**config.mk**
```make
export PLATFORM = sky130hd
export DESIGN_NAME = tcp_checksum_stream_unit
export DESIGN_NICKNAME = d
export VERILOG_FILES = /design/src/cts_pkg.sv /design/src/tcp_checksum_stream_unit.sv /design/src/cts_in_stage.sv /design/src/cts_core.sv
export SDC_FILE = /design/constraint.sdc
export NUM_CORES = 1
export LEC_CHECK = 0
export ABC_AREA = 1
export ABC_CLOCK_PERIOD_IN_PS = 10500
export BUFFER_PORTS_ARGS = -buffer_cell sky130_fd_sc_hd__buf_4
export CORE_ASPECT_RATIO = 1.4
export CORE_MARGIN = 5
export CORE_UTILIZATION = 58
export CTS_CLUSTER_SIZE = 30
export DETAILED_ROUTE_END_ITERATION = 6
export GPL_TIMING_DRIVEN = 0
export PLACE_DENSITY = 0.79
export RECOVER_POWER = 25
export SYNTH_ARGS = -nofsm -noshare
export SYNTH_HDL_FRONTEND = slang
export SYNTH_SLANG_ARGS = --single-unit
```
**constraint.sdc**
```tcl
create_clock -name i_clk -period 10.5 [get_ports i_clk]
set_clock_uncertainty 0.1 [all_clocks]
set_input_delay 0.525 -clock i_clk [delete_from_list [all_inputs] [get_ports i_clk]]
set_output_delay 0.525 -clock i_clk [all_outputs]
set_load 0.1 [all_outputs]
```
**src/cts_pkg.sv**
```systemverilog
// ----------------------------------------------------------------------------
// cts_pkg: shared type, constants and function of the TCP checksum stream.
// Holds the byte item type, the pseudo header constants and the
// end-around-carry adder that is used by the checksum core.
// ----------------------------------------------------------------------------
package cts_pkg;

    localparam int unsigned BYTE_W   = 8;
    localparam int unsigned WORD_W   = 16;
    localparam int unsigned ACC_W    = WORD_W + 1;
    localparam int unsigned ADDR_CNT_W = 4;

    localparam logic [ADDR_CNT_W-1:0] ADDR_BYTES  = 4'd8;
    localparam logic [WORD_W-1:0]     SKIP_FIRST  = 16'd16;
    localparam logic [WORD_W-1:0]     SKIP_SECOND = 16'd17;
    localparam logic [WORD_W-1:0]     PROTO_TCP   = 16'd6;

    typedef struct packed {
        logic [BYTE_W-1:0] data_byte;
        logic              last_byte;
    } t_item;

    // Ones-complement add with end-around carry; the result stays below 2^17.
    function automatic logic [ACC_W-1:0] oc_add(input logic [ACC_W-1:0] acc,
                                                input logic [ACC_W-1:0] val);
        logic [ACC_W:0] s;
        s = {1'b0, acc} + {1'b0, val};
        return ACC_W'({2'b00, s[WORD_W-1:0]} + {{WORD_W{1'b0}}, s[ACC_W:WORD_W]});
    endfunction

endpackage

```
**src/tcp_checksum_stream_unit.sv**
```systemverilog
// ----------------------------------------------------------------------------
// tcp_checksum_stream_unit: streaming TCP checksum with the IPv4 pseudo header.
// Accepts one byte per cycle: eight address bytes, then the TCP segment; the
// byte flagged by tlast yields one 16-bit checksum in the result register. The
// sustained rate is one byte per clock, set by the single accumulator update
// between the input register and the result register; a full result register
// that is not taken stalls only a last byte.
// ----------------------------------------------------------------------------
module tcp_checksum_stream_unit (
    input  logic        i_clk,
    input  logic        i_rst_n,
    input  logic        s_axis_tvalid,
    output logic        s_axis_tready,
    input  logic [7:0]  s_axis_tdata,   // [7:0] data_byte
    input  logic        s_axis_tlast,   // last_byte
    output logic        m_axis_tvalid,
    input  logic        m_axis_tready,
    output logic [15:0] m_axis_tdata    // [15:0] checksum
);

    cts_pkg::t_item in_item;
    cts_pkg::t_item reg_item;
    logic           reg_valid;
    logic           advance;

    assign in_item.data_byte = s_axis_tdata;
    assign in_item.last_byte = s_axis_tlast;

    cts_in_stage u_in_stage (
        .i_clk     (i_clk),
        .i_rst_n   (i_rst_n),
        .i_valid   (s_axis_tvalid),
        .o_ready   (s_axis_tready),
        .i_item    (in_item),
        .i_advance (advance),
        .o_valid   (reg_valid),
        .o_item    (reg_item)
    );

    cts_core u_core (
        .i_clk       (i_clk),
        .i_rst_n     (i_rst_n),
        .i_valid     (reg_valid),
        .i_item      (reg_item),
        .o_advance   (advance),
        .o_out_valid (m_axis_tvalid),
        .i_out_ready (m_axis_tready),
        .o_checksum  (m_axis_tdata)
    );

endmodule

```
**src/cts_in_stage.sv**
```systemverilog
// ----------------------------------------------------------------------------
// cts_in_stage: input register of the TCP checksum stream.
// Captures one byte request per cycle and holds it until the core takes it.
// ----------------------------------------------------------------------------
module cts_in_stage (
    input  logic           i_clk,
    input  logic           i_rst_n,
    input  logic           i_valid,
    output logic           o_ready,
    input  cts_pkg::t_item i_item,
    input  logic           i_advance,
    output logic           o_valid,
    output cts_pkg::t_item o_item
);

    logic           r_valid;
    cts_pkg::t_item r_item;

    assign o_ready = !r_valid || i_advance;
    assign o_valid = r_valid;
    assign o_item  = r_item;

    always_ff @(posedge i_clk) begin
        if (!i_rst_n) begin
            r_valid <= 1'b0;
        end else if (o_ready) begin
            r_valid <= i_valid;
        end
    end

    always_ff @(posedge i_clk) begin
        if (o_ready && i_valid) begin
            r_item <= i_item;
        end
    end

endmodule

```
**src/cts_core.sv**
```systemverilog
// ----------------------------------------------------------------------------
// cts_core: running sum, byte counters and result register.
// Adds each registered byte but segment bytes 16 and 17 into the ones-complement
// sum and, on the last byte, adds the pseudo header terms, folds and registers the checksum.
// ----------------------------------------------------------------------------
module cts_core (
    input  logic                        i_clk,
    input  logic                        i_rst_n,
    input  logic                        i_valid,
    input  cts_pkg::t_item              i_item,
    output logic                        o_advance,
    output logic                        o_out_valid,
    input  logic                        i_out_ready,
    output logic [cts_pkg::WORD_W-1:0]  o_checksum
);

    logic [cts_pkg::ACC_W-1:0]      r_acc;
    logic [cts_pkg::ADDR_CNT_W-1:0] r_addr_cnt;
    logic [cts_pkg::WORD_W-1:0]     r_seg_idx;
    logic                           r_out_valid;
    logic [cts_pkg::WORD_W-1:0]     r_checksum;

    logic [cts_pkg::ACC_W-1:0]      n_acc;
    logic [cts_pkg::WORD_W-1:0]     n_seg_idx;
    logic                           is_addr;
    logic                           pos_odd;
    logic                           add_en;
    logic [cts_pkg::ACC_W-1:0]      part;
    logic [cts_pkg::ACC_W-1:0]      sum_proto;
    logic [cts_pkg::ACC_W-1:0]      sum_len;
    logic [cts_pkg::ACC_W-1:0]      fold1;
    logic [cts_pkg::ACC_W-1:0]      fold2;
    logic                           out_free;

    assign out_free  = !r_out_valid || i_out_ready;
    assign o_advance = i_valid && (!i_item.last_byte || out_free);

    always_comb begin
        is_addr = (r_addr_cnt < cts_pkg::ADDR_BYTES);
        pos_odd = is_addr ? r_addr_cnt[0] : r_seg_idx[0];
        part    = pos_odd ? {9'd0, i_item.data_byte} : {1'b0, i_item.data_byte, 8'd0};
        add_en  = is_addr || ((r_seg_idx != cts_pkg::SKIP_FIRST) &&
                              (r_seg_idx != cts_pkg::SKIP_SECOND));
        n_acc     = add_en ? cts_pkg::oc_add(r_acc, part) : r_acc;
        n_seg_idx = is_addr ? r_seg_idx : r_seg_idx + 16'd1;
        sum_proto = cts_pkg::oc_add(n_acc, {1'b0, cts_pkg::PROTO_TCP});
        sum_len   = cts_pkg::oc_add(sum_proto, {1'b0, n_seg_idx});
        fold1     = {1'b0, sum_len[15:0]} + {16'd0, sum_len[16]};
        fold2     = {1'b0, fold1[15:0]} + {16'd0, fold1[16]};
    end

    always_ff @(posedge i_clk) begin
        if (!i_rst_n) begin
            r_acc       <= '0;
            r_addr_cnt  <= '0;
            r_seg_idx   <= '0;
            r_out_valid <= 1'b0;
        end else begin
            if (i_out_ready) begin
                r_out_valid <= 1'b0;
            end
            if (o_advance) begin
                if (i_item.last_byte) begin
                    r_acc       <= '0;
                    r_addr_cnt  <= '0;
                    r_seg_idx   <= '0;
                    r_out_valid <= 1'b1;
                end else begin
                    r_acc     <= n_acc;
                    r_seg_idx <= n_seg_idx;
                    if (is_addr) begin
                        r_addr_cnt <= r_addr_cnt + 4'd1;
                    end
                end
            end
        end
    end

    always_ff @(posedge i_clk) begin
        if (o_advance && i_item.last_byte) begin
            r_checksum <= ~fold2[15:0];
        end
    end

    assign o_out_valid = r_out_valid;
    assign o_checksum  = r_checksum;

    a_addr_cnt_bound: assert property (@(posedge i_clk) disable iff (!i_rst_n)
        r_addr_cnt <= cts_pkg::ADDR_BYTES)
        else $error("address byte count above eight");

    a_seg_after_addr: assert property (@(posedge i_clk) disable iff (!i_rst_n)
        (r_seg_idx != '0) |-> (r_addr_cnt == cts_pkg::ADDR_BYTES))
        else $error("segment byte counted before the addresses completed");

    a_last_clears: assert property (@(posedge i_clk) disable iff (!i_rst_n)
        (o_advance && i_item.last_byte) |=>
            (r_out_valid && r_addr_cnt == '0 && r_seg_idx == '0 && r_acc == '0))
        else $error("state not cleared after the last byte");

endmodule

```
**Word-level counts from Yosys, hierarchy flattened**

Index checks and enable logic that the tools add are counted.

- Multiply operators: 0
- Multiplexer cells: 11
- Shift-type cells: 0
- Equal/unequal tests: 2
- Magnitude comparators: 1
- Reduce and logical (&&, ||, !) cells: 13
- Add/subtract/negate cells: 10
- Bitwise logic cells: 1
- Div/mod/pow operators: 0

Operators by type and width:

| kind | number |
|---|---|
| 16-bit by 2-bit adder with 17-bit output | 3 |
| 16-bit 2-to-1 mux | 3 |
| 17-bit 2-to-1 mux | 2 |
| 16-bit by 5-bit inequality test with 1-bit output (second input constant) | 2 |
| 17-bit by 16-bit adder with 18-bit output | 1 |
| 17-bit by 17-bit adder with 18-bit output | 1 |
| 17-bit by 3-bit adder with 18-bit output (second input constant) | 1 |
| 16-bit by 1-bit adder with 17-bit output | 1 |
| 16-bit by 1-bit adder with 16-bit output | 1 |
| 16-bit by 1-bit adder with 16-bit output (second input constant) | 1 |
| 16-bit NOT | 1 |
| 4-bit 2-to-1 mux | 2 |
| 4-bit by 1-bit adder with 4-bit output (second input constant) | 1 |
| 1-bit logical AND | 4 |
| 1-bit logical OR | 4 |
| 4-bit < comparator (second input constant) | 1 |
| 1-bit 2-to-1 mux | 4 |
| 1-bit zero test | 3 |
| 2-bit AND reduction | 1 |
| 2-bit nonzero test | 1 |

- Register bits after elaboration: 64
- Output and inout bits: 18
- Memories: 0
- Memory bits (read-only): 0
- Bits in writable memories: 0
- Logic and storage cells: 46
- Bits in latches: 0

**Depth between registers and ports, before layout**

Gate-level depths: netlist of run 1.

- Depth in word-level cells: 13
- Depth in mapped cells: 89
- Gate-level depth less buffers: 88

**Hierarchy**

Synthesis of run 1 repeated with hierarchy kept, for this count alone.

- Cells, all modules: 1096
- Area, all modules: 6815.3 µm²

By module, submodules not included:

| module | sequential area each (µm²) | area each (µm²) | cells each | times used |
|---|---|---|---|---|
| cts_core | 1241.2 | 6493.7 | 1080 | 1 |
| cts_in_stage | 290.3 | 321.6 | 16 | 1 |

**Worst setup path after synthesis of run 1**

Ideal clock, no wire load.

- Kind: register to register
- Start: register u_core.r_addr_cnt[3] in the netlist's numbering
- End: register u_core.r_checksum, in the netlist u_core.o_checksum[14], data pin
- Path slack: -0.851 ns
- Required time: 10.148 ns
- Arrival time: 10.999 ns
- Setup time: 0.252 ns
- Buffers on the path: 1
- Stages on the path, launching flop included: 85
- Cell sequence: dfxtp_1 -> buf_4 -> o21ai_1 -> inv_1 -> nor2_1 -> ha_1 -> inv_1 -> fa_1 -> inv_1 -> nand3_1 -> nand3_1 -> nand2_1 -> nand2_1 -> a21oi_1 -> nor2_1 -> nor2_1 -> xor2_1 -> ha_1 -> [49 not listed] -> nor2_2 -> nand2_1 -> nor2_1 -> nand2_1 -> nor3_1 -> ha_1 -> ha_1 -> nand4_1 -> nor2_1 -> nand3_1 -> nor2_1 -> nand2_1 -> nor3_2 -> nand3_1 -> nor2_2 -> nand2_1 -> nand2_1 -> nand2_1

- Longest elaborated chain between the ends: 13

RTL lines:

| item | line | RTL |
|---|---|---|
| start: declaration | cts_core.sv:18 | `logic [cts_pkg::ADDR_CNT_W-1:0] r_addr_cnt;` |
| start signal: assignment | cts_core.sv:72 | `r_addr_cnt <= r_addr_cnt + 4'd1;` |
| 4-bit < comparator (*) | cts_core.sv:39 | `is_addr = (r_addr_cnt < cts_pkg::ADDR_BYTES);` |
| 1-bit 2-to-1 mux | cts_core.sv:40 | `pos_odd = is_addr ? r_addr_cnt[0] : r_seg_idx[0];` |
| 16-bit 2-to-1 mux | cts_core.sv:41 | `part = pos_odd ? {9'd0, i_item.data_byte} : {1'b0, i_item.data_byte, 8'd0};` |
| 17-bit by 17-bit adder with 18-bit output | cts_pkg.sv:27 | `s = {1'b0, acc} + {1'b0, val};` |
| 16-bit by 2-bit adder with 17-bit output | cts_pkg.sv:28 | `return ACC_W'({2'b00, s[WORD_W-1:0]} + {{WORD_W{1'b0}}, s[ACC_W:WORD_W]});` |
| 17-bit 2-to-1 mux | cts_core.sv:44 | `n_acc = add_en ? cts_pkg::oc_add(r_acc, part) : r_acc;` |
| 17-bit by 3-bit adder with 18-bit output | cts_pkg.sv:27 |  |
| 16-bit by 2-bit adder with 17-bit output | cts_pkg.sv:28 |  |
| 17-bit by 16-bit adder with 18-bit output (*) | cts_pkg.sv:27 |  |
| 16-bit by 2-bit adder with 17-bit output (*) | cts_pkg.sv:28 |  |
| 16-bit by 1-bit adder with 17-bit output (*) | cts_core.sv:48 | `fold1 = {1'b0, sum_len[15:0]} + {16'd0, sum_len[16]};` |
| 16-bit by 1-bit adder with 16-bit output (*) | cts_core.sv:49 | `fold2 = {1'b0, fold1[15:0]} + {16'd0, fold1[16]};` |
| 16-bit NOT (*) | cts_core.sv:81 | `r_checksum <= ~fold2[15:0];` |
| end signal: assignment | cts_core.sv:81 |  |
| end: declaration | cts_core.sv:21 | `logic [cts_pkg::WORD_W-1:0] r_checksum;` |

Every way passes the cells marked *; elsewhere a longest branch is shown, timed or not.
A chain may end at the register's enable or synchronous reset.

**Worst setup path in the final report of run 1**

Ends and elaborated chain as after synthesis.

==> impl_table.tex, run 1 <==
\begin{tabular}{lr}
\hline
Metric & Value \\
\hline
\multicolumn{2}{l}{\textbf{Layout}} \\
\quad Multi-input gate area in the final layout & 0.005552 mm2 \\
\quad Synthesis-to-finish area growth & 32.48\% \\
\quad Ant. Diodes & 0 \\
\quad Highest-count cells in the layout ignoring fill and taps & 359 x sky130\_fd\_sc\_hd\_\_nand2\_1, 161 x sky130\_fd\_sc\_hd\_\_inv\_1, 108 x sky130\_fd\_sc\_hd\_\_buf\_4, 89 x sky130\_fd\_sc\_hd\_\_nand3\_1, 73 x sky130\_fd\_sc\_hd\_\_nor2\_1 \\
\quad Final net count & 1362 \\
\quad Area of all sequential standard cells & 0.001535 mm2 \\
\quad Fraction of layout cells with a size suffix above 1 & 27.91\% \\
\quad \# fillers & 863 \\
\quad Most common cell after layout, fill and taps aside & sky130\_fd\_sc\_hd\_\_nand2\_1 \\
\multicolumn{2}{l}{\textbf{GRT}} \\
\quad Overall routing resource usage & 29.65\% \\
\quad Largest net degree at the start of global routing & 19 \\
\quad Global route total overflow & 0 \\
\quad First-pass GRT wire length & 34.41 mm \\
\quad Vias in the first global route & 7882 \\
\quad Number of antenna violations at the first check in global routing & 0 \\
\multicolumn{2}{l}{\textbf{Routing}} \\
\quad ANT nets after route & 0 \\
\quad DR WL/cell & 15.58 um \\
\quad Drt drc & 0 \\
\quad Via Count & 7870 \\
\quad DRC marker count from the first detailed-route iteration & 407 \\
\quad Router iterations before antenna repair & 5 \\
\quad Final Routed Wirelength & 22.39 mm \\
\quad Per-cell via count in the routed design & 5.477 \\
\multicolumn{2}{l}{\textbf{Die}} \\
\quad Area of the die & 0.01449 mm2 \\
\quad Die X & 103.2 um \\
\quad Number of primary I/O pins & 31 \\
\quad Initial Util & 59.32\% \\
\quad Floorplan Core Area & 0.01188 mm2 \\
\quad FP Rows & 47 \\
\quad Die height & 140.4 um \\
\multicolumn{2}{l}{\textbf{Hold path}} \\
\quad Worst-case hold path end point & u\_in\_stage.o\_item[3] \\
\quad Hold crit path type & input pin to flop \\
\quad Worst hold path cell count & 1 \\
\quad HP Start & s\_axis\_tdata[2] \\
\multicolumn{2}{l}{\textbf{Place}} \\
\quad Post-placement worst setup slack & -2816 ps \\
\quad Routability-driven placement congestion ratio & 0.9663 \\
\quad Post-detail-place hpwl & 14.59 mm \\
\quad \# port buffers & 30 \\
\multicolumn{2}{l}{\textbf{Clock tree}} \\
\quad Number of H-tree levels & 3 \\
\quad Clock Pin Slew Worst Setup and Hold Paths & 60 ps \\
\quad Number of hold buffers added after CTS & 0 \\
\quad CTS Sinks & 64 \\
\quad Clock network latency to the later pin of the worst-skew pair & 340 ps \\
\quad Root buffer cell & sky130\_fd\_sc\_hd\_\_clkbuf\_16 \\
\quad CTS tree & built \\
\quad Worst-case clock buffer depth & 2 \\
\quad Clock buffers created by TritonCTS & 9 \\
\multicolumn{2}{l}{\textbf{Synth}} \\
\quad Post-Syn Area per Cell & 6.128 um2 \\
\quad Post-synth top area share & 21.15\% \\
\quad Distinct cell type count of the synthesized netlist & 40 \\
\quad Top cells by area in the synthesized netlist & sky130\_fd\_sc\_hd\_\_nand2\_1 21\%, sky130\_fd\_sc\_hd\_\_dfxtp\_1 11\%, sky130\_fd\_sc\_hd\_\_edfxtp\_1 11\% \\
\quad Number of flip-flops and latches in the synthesized netlist & 64 \\
\quad Net Count, Synth & 1227 \\
\quad Total number of yosys warnings & 0 \\
\quad Cell area after synthesis & 0.007047 mm2 \\
\quad Number of enable-type register cells in the synthesized netlist & 25 \\
\quad Primary FF master, synth & sky130\_fd\_sc\_hd\_\_dfxtp\_1 \\
\quad Share of synthesized registers carrying an async set or reset & 0\% \\
\quad Number of instances in the synthesized netlist & 1150 \\
\quad Post-synth top area cell & sky130\_fd\_sc\_hd\_\_nand2\_1 \\
\quad Share of synthesized area occupied by flip-flops and latches & 21.73\% \\
\multicolumn{2}{l}{\textbf{Setup path}} \\
\quad Required time of the worst setup path & 10500 ps \\
\quad Startpoint of the most critical register-to-register path & u\_core.r\_addr\_cnt[3] \\
\quad Most used cell, CP & sky130\_fd\_sc\_hd\_\_nor2\_4 \\
\quad Reg-to-reg slack, setup & -1530 ps \\
\quad Maximum net fanout on the critical path & 6 \\
\quad Category of the worst setup path capture point & flop \\
\quad Slowest stage cell, crit path & sky130\_fd\_sc\_hd\_\_nor2\_1 \\
\quad Cell depth of the worst flop-to-flop path & 86 \\
\quad Data arrival, critical path & 12020 ps \\
\quad Critical Path Source Type & flop \\
\quad Classification of the worst setup path & flop to flop \\
\quad Endpoint of the worst register-to-register path & u\_core.o\_checksum[14] \\
\quad Critical path's largest stage delay & 440 ps \\
\multicolumn{2}{l}{\textbf{Outcome}} \\
\quad Violations in the final reports & setup timing \\
\quad Run status & finished, violations left \\
\multicolumn{2}{l}{\textbf{Timing}} \\
\quad Slew HR & 21.90\% \\
\quad Worst-Margin Slew & 1177 ps \\
\quad Setup violation total in the final timing report & 16 \\
\quad Worst path setup slack after routing & -1529 ps \\
\quad Setup repair after global routing missed its margin & yes \\
\quad Hold violation total from the final report & 0 \\
\quad Final Max Tran Viols & 0 \\
\quad Fin crit period & 12030 ps \\
\quad Fmax achieved & 0.08313 GHz \\
\quad Portion of the clock cycle consumed by the worst path in the final layout & 114.6\% \\
\multicolumn{2}{l}{\textbf{Pwr}} \\
\quad Standby leakage power & 4.546 nW \\
\quad Pwr dens & 88.02 mW/mm2 \\
\quad Highest ir drop seen on vdd & 0.00008214 V \\
\quad Final total power & 0.8217 mW \\
\multicolumn{2}{l}{\textbf{Flow run}} \\
\quad Number of max-cap violations & 0 \\
\hline
\end{tabular}
[worst max-delay path, delay by kind of cell (launching register included)]
kind            cells  cell delay (ps)
flops               1              310
buf+inv             7              600
simple gates       63             7190
fa+ha+maj          10             2670
compound gates      6              900
[metal layers]
metal / GRT usage [%] / part of all wire, % / vias to the layer above
li1: - / - / 3912
met2: 55.70 / 54 / 251
met1: 27.51 / 33 / 3594
met3: 3.731 / 3.8 / 113
met4: 22.92 / 8.7 / 0
met5: 0 / 0 / -
[how the worst max path moves through the flow]
| stage | depth (start not counted) | from | slack [ps] | to |
|---|---|---|---|---|
| 2_1_floorplan | 84 | u_core.r_addr_cnt[3] | 0.3 | u_core.o_checksum[14] |
| 3_3_place_gp | 80 | u_core.r_addr_cnt[3] | -2610 | u_core.o_checksum[14] |
| 3_5_place_dp | 83 | u_core.r_addr_cnt[3] | -2820 | u_core.o_checksum[15] |
| 4_1_cts | 81 | u_core.r_addr_cnt[3] | -1230 | u_core.o_checksum[14] |
| 5_1_grt | 86 | u_core.r_addr_cnt[3] | -2160 | u_core.o_checksum[14] |
| 6_report | 86 | u_core.r_addr_cnt[3] | -1530 | u_core.o_checksum[14] |
[layout make-up]
cell class / count / share of cell area (%)
Multi-Input combinational cell: 889 / 59.47
Sequential cell: 64 / 16.45
Timing Repair Buffer: 125 / 10.13
Inverter: 183 / 7.465
Clock buffer: 10 / 2.560
Tap cell: 147 / 1.970
Clock inverter: 6 / 1.233
Buffer: 13 / 0.7238
[where the power goes]
group          switching [mW]  total (mW)  internal [mW]
Combinational           0.132       0.191         0.0592
Clock                   0.122       0.362          0.240
Sequential            0.00327       0.269          0.265
Total                   0.258       0.822          0.564
[registers in the layout, indices dropped and copies added (netlist names)]
name,count
u_core.r_acc,17
u_in_stage.o_item,9
u_core.r_seg_idx,16
u_core.o_checksum,16
u_in_stage.o_valid,1
u_core.r_addr_cnt,4
u_core.o_out_valid,1
[repair_timing]
action	4_1_cts	5_1_grt
pin swaps	87	73
cloned	0	0
gates resized for setup	104	71
setup buffers	83	22
endpoints found under the setup margin	16	16
[synthesized netlist by cell type (2+ instances only)]
master,number
sky130_fd_sc_hd__nand2_1,397
sky130_fd_sc_hd__inv_1,175
sky130_fd_sc_hd__nand3_1,105
sky130_fd_sc_hd__nor2_1,102
sky130_fd_sc_hd__ha_1,58
sky130_fd_sc_hd__a21oi_1,56
sky130_fd_sc_hd__dfxtp_1,39
sky130_fd_sc_hd__edfxtp_1,25
sky130_fd_sc_hd__nand2_2,21
sky130_fd_sc_hd__nor2_2,21
sky130_fd_sc_hd__xnor2_1,20
sky130_fd_sc_hd__nand4_1,19
sky130_fd_sc_hd__xor2_1,16
sky130_fd_sc_hd__clkbuf_1,11
sky130_fd_sc_hd__nand3_2,11
sky130_fd_sc_hd__inv_2,7
sky130_fd_sc_hd__o21ai_0,7
sky130_fd_sc_hd__fa_1,6
sky130_fd_sc_hd__nand3b_1,5
sky130_fd_sc_hd__nor3_1,5
sky130_fd_sc_hd__or2_2,5
sky130_fd_sc_hd__nor2_4,4
sky130_fd_sc_hd__o21ai_1,4
sky130_fd_sc_hd__a211oi_1,3
sky130_fd_sc_hd__a21boi_0,3
sky130_fd_sc_hd__a21oi_2,3
sky130_fd_sc_hd__nor4_1,3
sky130_fd_sc_hd__o21bai_1,3
sky130_fd_sc_hd__a31oi_1,2
sky130_fd_sc_hd__buf_4,2
sky130_fd_sc_hd__nor3_2,2
sky130_fd_sc_hd__o21ai_2,2
[through the flow]
| stage | area, um2 | TNS (ps) | instances | utilization (%) | hold WS [ps] |
|---|---|---|---|---|---|
| floorplan | 7154 | 0 | 1150 | - | 345.3 |
| global placement | 7564 | -31330 | 1327 | 63.67 | 356.7 |
| detailed placement | 7564 | -34330 | 1327 | 63.67 | 376.1 |
| CTS | 8910 | -11260 | 1420 | 75.01 | 253.9 |
| global route | 9335 | -25340 | 1437 | 78.59 | 275.8 |
| finish | 9335 | -16810 | 1437 | 78.59 | 279.4 |
[kinds of logic (layout without fill, tap and decap cells)]
family | count (synthesis) | after routing | synth area share (%)
AOI/OAI and AO/OA | 85 | 85 | 6.712
xor gates and xnor gates | 38 | 38 | 4.936
adders and majority gates | 64 | 64 | 12.00
buffers and inverters | 197 | 337 | 10.74
DFF | 64 | 64 | 21.73
and+or+nand+nor | 702 | 702 | 43.87
Power figures use the tool's default switching activity.
==> run 2, diff against run 1 <==
--- a/config.mk
+++ b/config.mk
@@ -16,5 +16,4 @@
 export GPL_TIMING_DRIVEN = 0
 export PLACE_DENSITY = 0.79
-export RECOVER_POWER = 25
 export SYNTH_ARGS = -nofsm -noshare
 export SYNTH_HDL_FRONTEND = slang
--- a/constraint.sdc
+++ b/constraint.sdc
@@ -3,3 +3,3 @@
 set_input_delay 0.525 -clock i_clk [delete_from_list [all_inputs] [get_ports i_clk]]
 set_output_delay 0.525 -clock i_clk [all_outputs]
-set_load 0.1 [all_outputs]
+set_load 0.005 [all_outputs]
==> impl_table.tex, run 2 (synthesis results as in run 1) <==
\begin{tabular}{lr}
\hline
Metric & Value \\
\hline
\multicolumn{2}{l}{\textbf{Outcome}} \\
\quad Run status & finished, violations left \\
\quad Violations in the final reports & setup timing \\
\multicolumn{2}{l}{\textbf{Timing}} \\
\quad Portion of the clock cycle consumed by the worst path in the final layout & 114.6\% \\
\quad Worst path setup slack after routing & -1535 ps \\
\quad Total Negative Setup Slacks & -16910 ps \\
\quad Slew HR & 50.46\% \\
\quad Setup repair after global routing missed its margin & yes \\
\quad Fin crit period & 12040 ps \\
\quad Worst-Margin Slew & 742.4 ps \\
\quad Final Max Tran Viols & 0 \\
\quad Setup violation total in the final timing report & 16 \\
\quad Hold violation total from the final report & 0 \\
\quad Fmax achieved & 0.08309 GHz \\
\multicolumn{2}{l}{\textbf{Clock tree}} \\
\quad Number of hold buffers added after CTS & 0 \\
\quad Clock Pin Slew Worst Setup and Hold Paths & 60 ps \\
\quad Root buffer cell & sky130\_fd\_sc\_hd\_\_clkbuf\_16 \\
\quad CTS Sinks & 64 \\
\quad Worst-case clock buffer depth & 2 \\
\quad Clock network latency to the later pin of the worst-skew pair & 350 ps \\
\quad CTS tree & built \\
\quad Number of H-tree levels & 3 \\
\quad Clock buffers created by TritonCTS & 9 \\
\multicolumn{2}{l}{\textbf{Pwr}} \\
\quad Highest ir drop seen on vdd & 0.00008174 V \\
\quad Standby leakage power & 4.559 nW \\
\quad Pwr dens & 86.52 mW/mm2 \\
\multicolumn{2}{l}{\textbf{Setup path}} \\
\quad Reg-to-reg slack, setup & -1540 ps \\
\quad Cell depth of the worst flop-to-flop path & 86 \\
\quad Required time of the worst setup path & 10500 ps \\
\quad Critical path origin & u\_core.r\_addr\_cnt[3] \\
\quad Endpoint of the worst register-to-register path & u\_core.o\_checksum[14] \\
\quad Maximum net fanout on the critical path & 6 \\
\quad Slowest stage cell, crit path & sky130\_fd\_sc\_hd\_\_nor2\_1 \\
\quad Classification of the worst setup path & flop to flop \\
\quad Most used cell, CP & sky130\_fd\_sc\_hd\_\_nor2\_4 \\
\quad Critical path's largest stage delay & 440 ps \\
\quad Critical path capture point & u\_core.o\_checksum[14] \\
\quad Critical Path Source Type & flop \\
\quad Category of the worst setup path capture point & flop \\
\quad Data arrival, critical path & 12030 ps \\
\quad Startpoint of the most critical register-to-register path & u\_core.r\_addr\_cnt[3] \\
\multicolumn{2}{l}{\textbf{Layout}} \\
\quad Ant. Diodes & 0 \\
\quad Post-route non-filler standard cell count & 1437 \\
\quad Highest-count cells in the layout ignoring fill and taps & 359 x sky130\_fd\_sc\_hd\_\_nand2\_1, 161 x sky130\_fd\_sc\_hd\_\_inv\_1, 121 x sky130\_fd\_sc\_hd\_\_buf\_4, 89 x sky130\_fd\_sc\_hd\_\_nand3\_1, 73 x sky130\_fd\_sc\_hd\_\_nor2\_1 \\
\quad Post-layout util & 78.68\% \\
\quad Largest register by flop count & u\_core.r\_acc \\
\quad Design area & 0.009346 mm2 \\
\quad Largest register FFs & 17 \\
\quad Most common cell after layout, fill and taps aside & sky130\_fd\_sc\_hd\_\_nand2\_1 \\
\quad Synthesis-to-finish area growth & 32.63\% \\
\quad Fraction of layout cells with a size suffix above 1 & 28.14\% \\
\quad \# fillers & 860 \\
\quad Final net count & 1362 \\
\multicolumn{2}{l}{\textbf{Place}} \\
\quad \# placed instances & 1327 \\
\quad Post-detail-place hpwl & 14.59 mm \\
\quad Post-placement worst setup slack & -2816 ps \\
\quad \# port buffers & 30 \\
\quad Standard cell area after detailed placement & 0.007564 mm2 \\
\quad Routability-driven placement congestion ratio & 0.9663 \\
\multicolumn{2}{l}{\textbf{Routing}} \\
\quad ANT nets after route & 0 \\
\quad Drt drc & 0 \\
\quad Final Routed Wirelength & 22.40 mm \\
\quad DR WL/cell & 15.59 um \\
\quad Via Count & 7862 \\
\quad DRC marker count from the first detailed-route iteration & 408 \\
\quad Router iterations before antenna repair & 5 \\
\quad Per-cell via count in the routed design & 5.471 \\
\multicolumn{2}{l}{\textbf{Hold path}} \\
\quad Hold crit path type & input pin to flop \\
\multicolumn{2}{l}{\textbf{Die}} \\
\quad Area of the die & 0.01449 mm2 \\
\quad Initial Util & 59.32\% \\
\quad FP Rows & 47 \\
\quad Floorplan Core Area & 0.01188 mm2 \\
\quad Die X & 103.2 um \\
\quad Die height & 140.4 um \\
\quad Number of primary I/O pins & 31 \\
\multicolumn{2}{l}{\textbf{GRT}} \\
\quad First-pass GRT wire length & 34.41 mm \\
\quad Vias in the first global route & 7882 \\
\quad Largest net degree at the start of global routing & 19 \\
\quad Overall routing resource usage & 29.65\% \\
\quad Number of antenna violations at the first check in global routing & 0 \\
\quad Global route total overflow & 0 \\
\multicolumn{2}{l}{\textbf{Flow run}} \\
\quad Number of max-cap violations & 0 \\
\hline
\end{tabular}
==> run 2: cell types whose count changed in the layout (fill, tap and decap cells not counted) <==
| cell | delta |
|---|---|
| sky130_fd_sc_hd__buf_4 | +13 |
| sky130_fd_sc_hd__clkbuf_4 | -10 |
| sky130_fd_sc_hd__clkbuf_1 | -3 |
==> run 2: worst min-delay path by stage <==
stage                startpoint              endpoint  slack, ps  cells past startpoint
2_1_floorplan  u_core.r_acc[16]      u_core.r_acc[16]        350                      2
3_3_place_gp   u_core.r_acc[16]      u_core.r_acc[16]        360                      2
3_5_place_dp   u_core.r_acc[16]      u_core.r_acc[16]        380                      2
4_1_cts         s_axis_tdata[2]  u_in_stage.o_item[3]        250                      1
5_1_grt         s_axis_tdata[2]  u_in_stage.o_item[3]        250                      1
6_report        s_axis_tdata[3]  u_in_stage.o_item[4]        260                      1
==> run 2: report_power, final <==
part,switching (mW),internal (mW)
clock network,0.122,0.240
registers,0.00328,0.265
logic,0.119,0.0595
total,0.244,0.564
==> run 2: repair_timing <==
item                       in CTS  in global routing
pin swaps                      87                 73
resized for setup             104                 71
setup endpoints to repair      16                 16
cloned                          0                  0
setup buffers                  83                 22
hold endpoints to repair        0                  0
==> run 2: worst max-delay path, delay by kind of cell, from the launching register on <==
family,cells,cell delay [ps]
and+or+nand+nor,63,7180
adders and majority gates,10,2670
AOI/OAI and AO/OA,6,900
buffers and inverters,7,600
DFF,1,320
==> run 2: area by class of cell <==
class,count,area (um2),area share [%]
clock buffers,10,239.0,2.557
clock inverters,6,115.1,1.232
well taps,147,183.9,1.968
plain buffers,13,67.56,0.7229
flip-flops and latches,64,1535,16.43
inverters,183,696.9,7.456
multi-input cells,889,5552,59.40
repair buffers,125,957.2,10.24
==> run 2: metrics by stage <==
stage / total power [mW] / hold WS, ps
after CTS: 0.7880 / 253.9
after detailed placement: 0.4164 / 376.1
after global routing: 0.8422 / 253.9
after floorplan: 0.3832 / 345.3
after global placement: 0.4136 / 356.7
final: 0.8087 / 255.4
==> run 2: layer usage <==
| metal | part of all wire [%] | GRT usage, % |
|---|---|---|
| met1 | 33 | 27.51 |
| met2 | 54 | 55.70 |
| met5 | 0 | 0 |
| met3 | 3.6 | 3.731 |
| met4 | 9.1 | 22.92 |
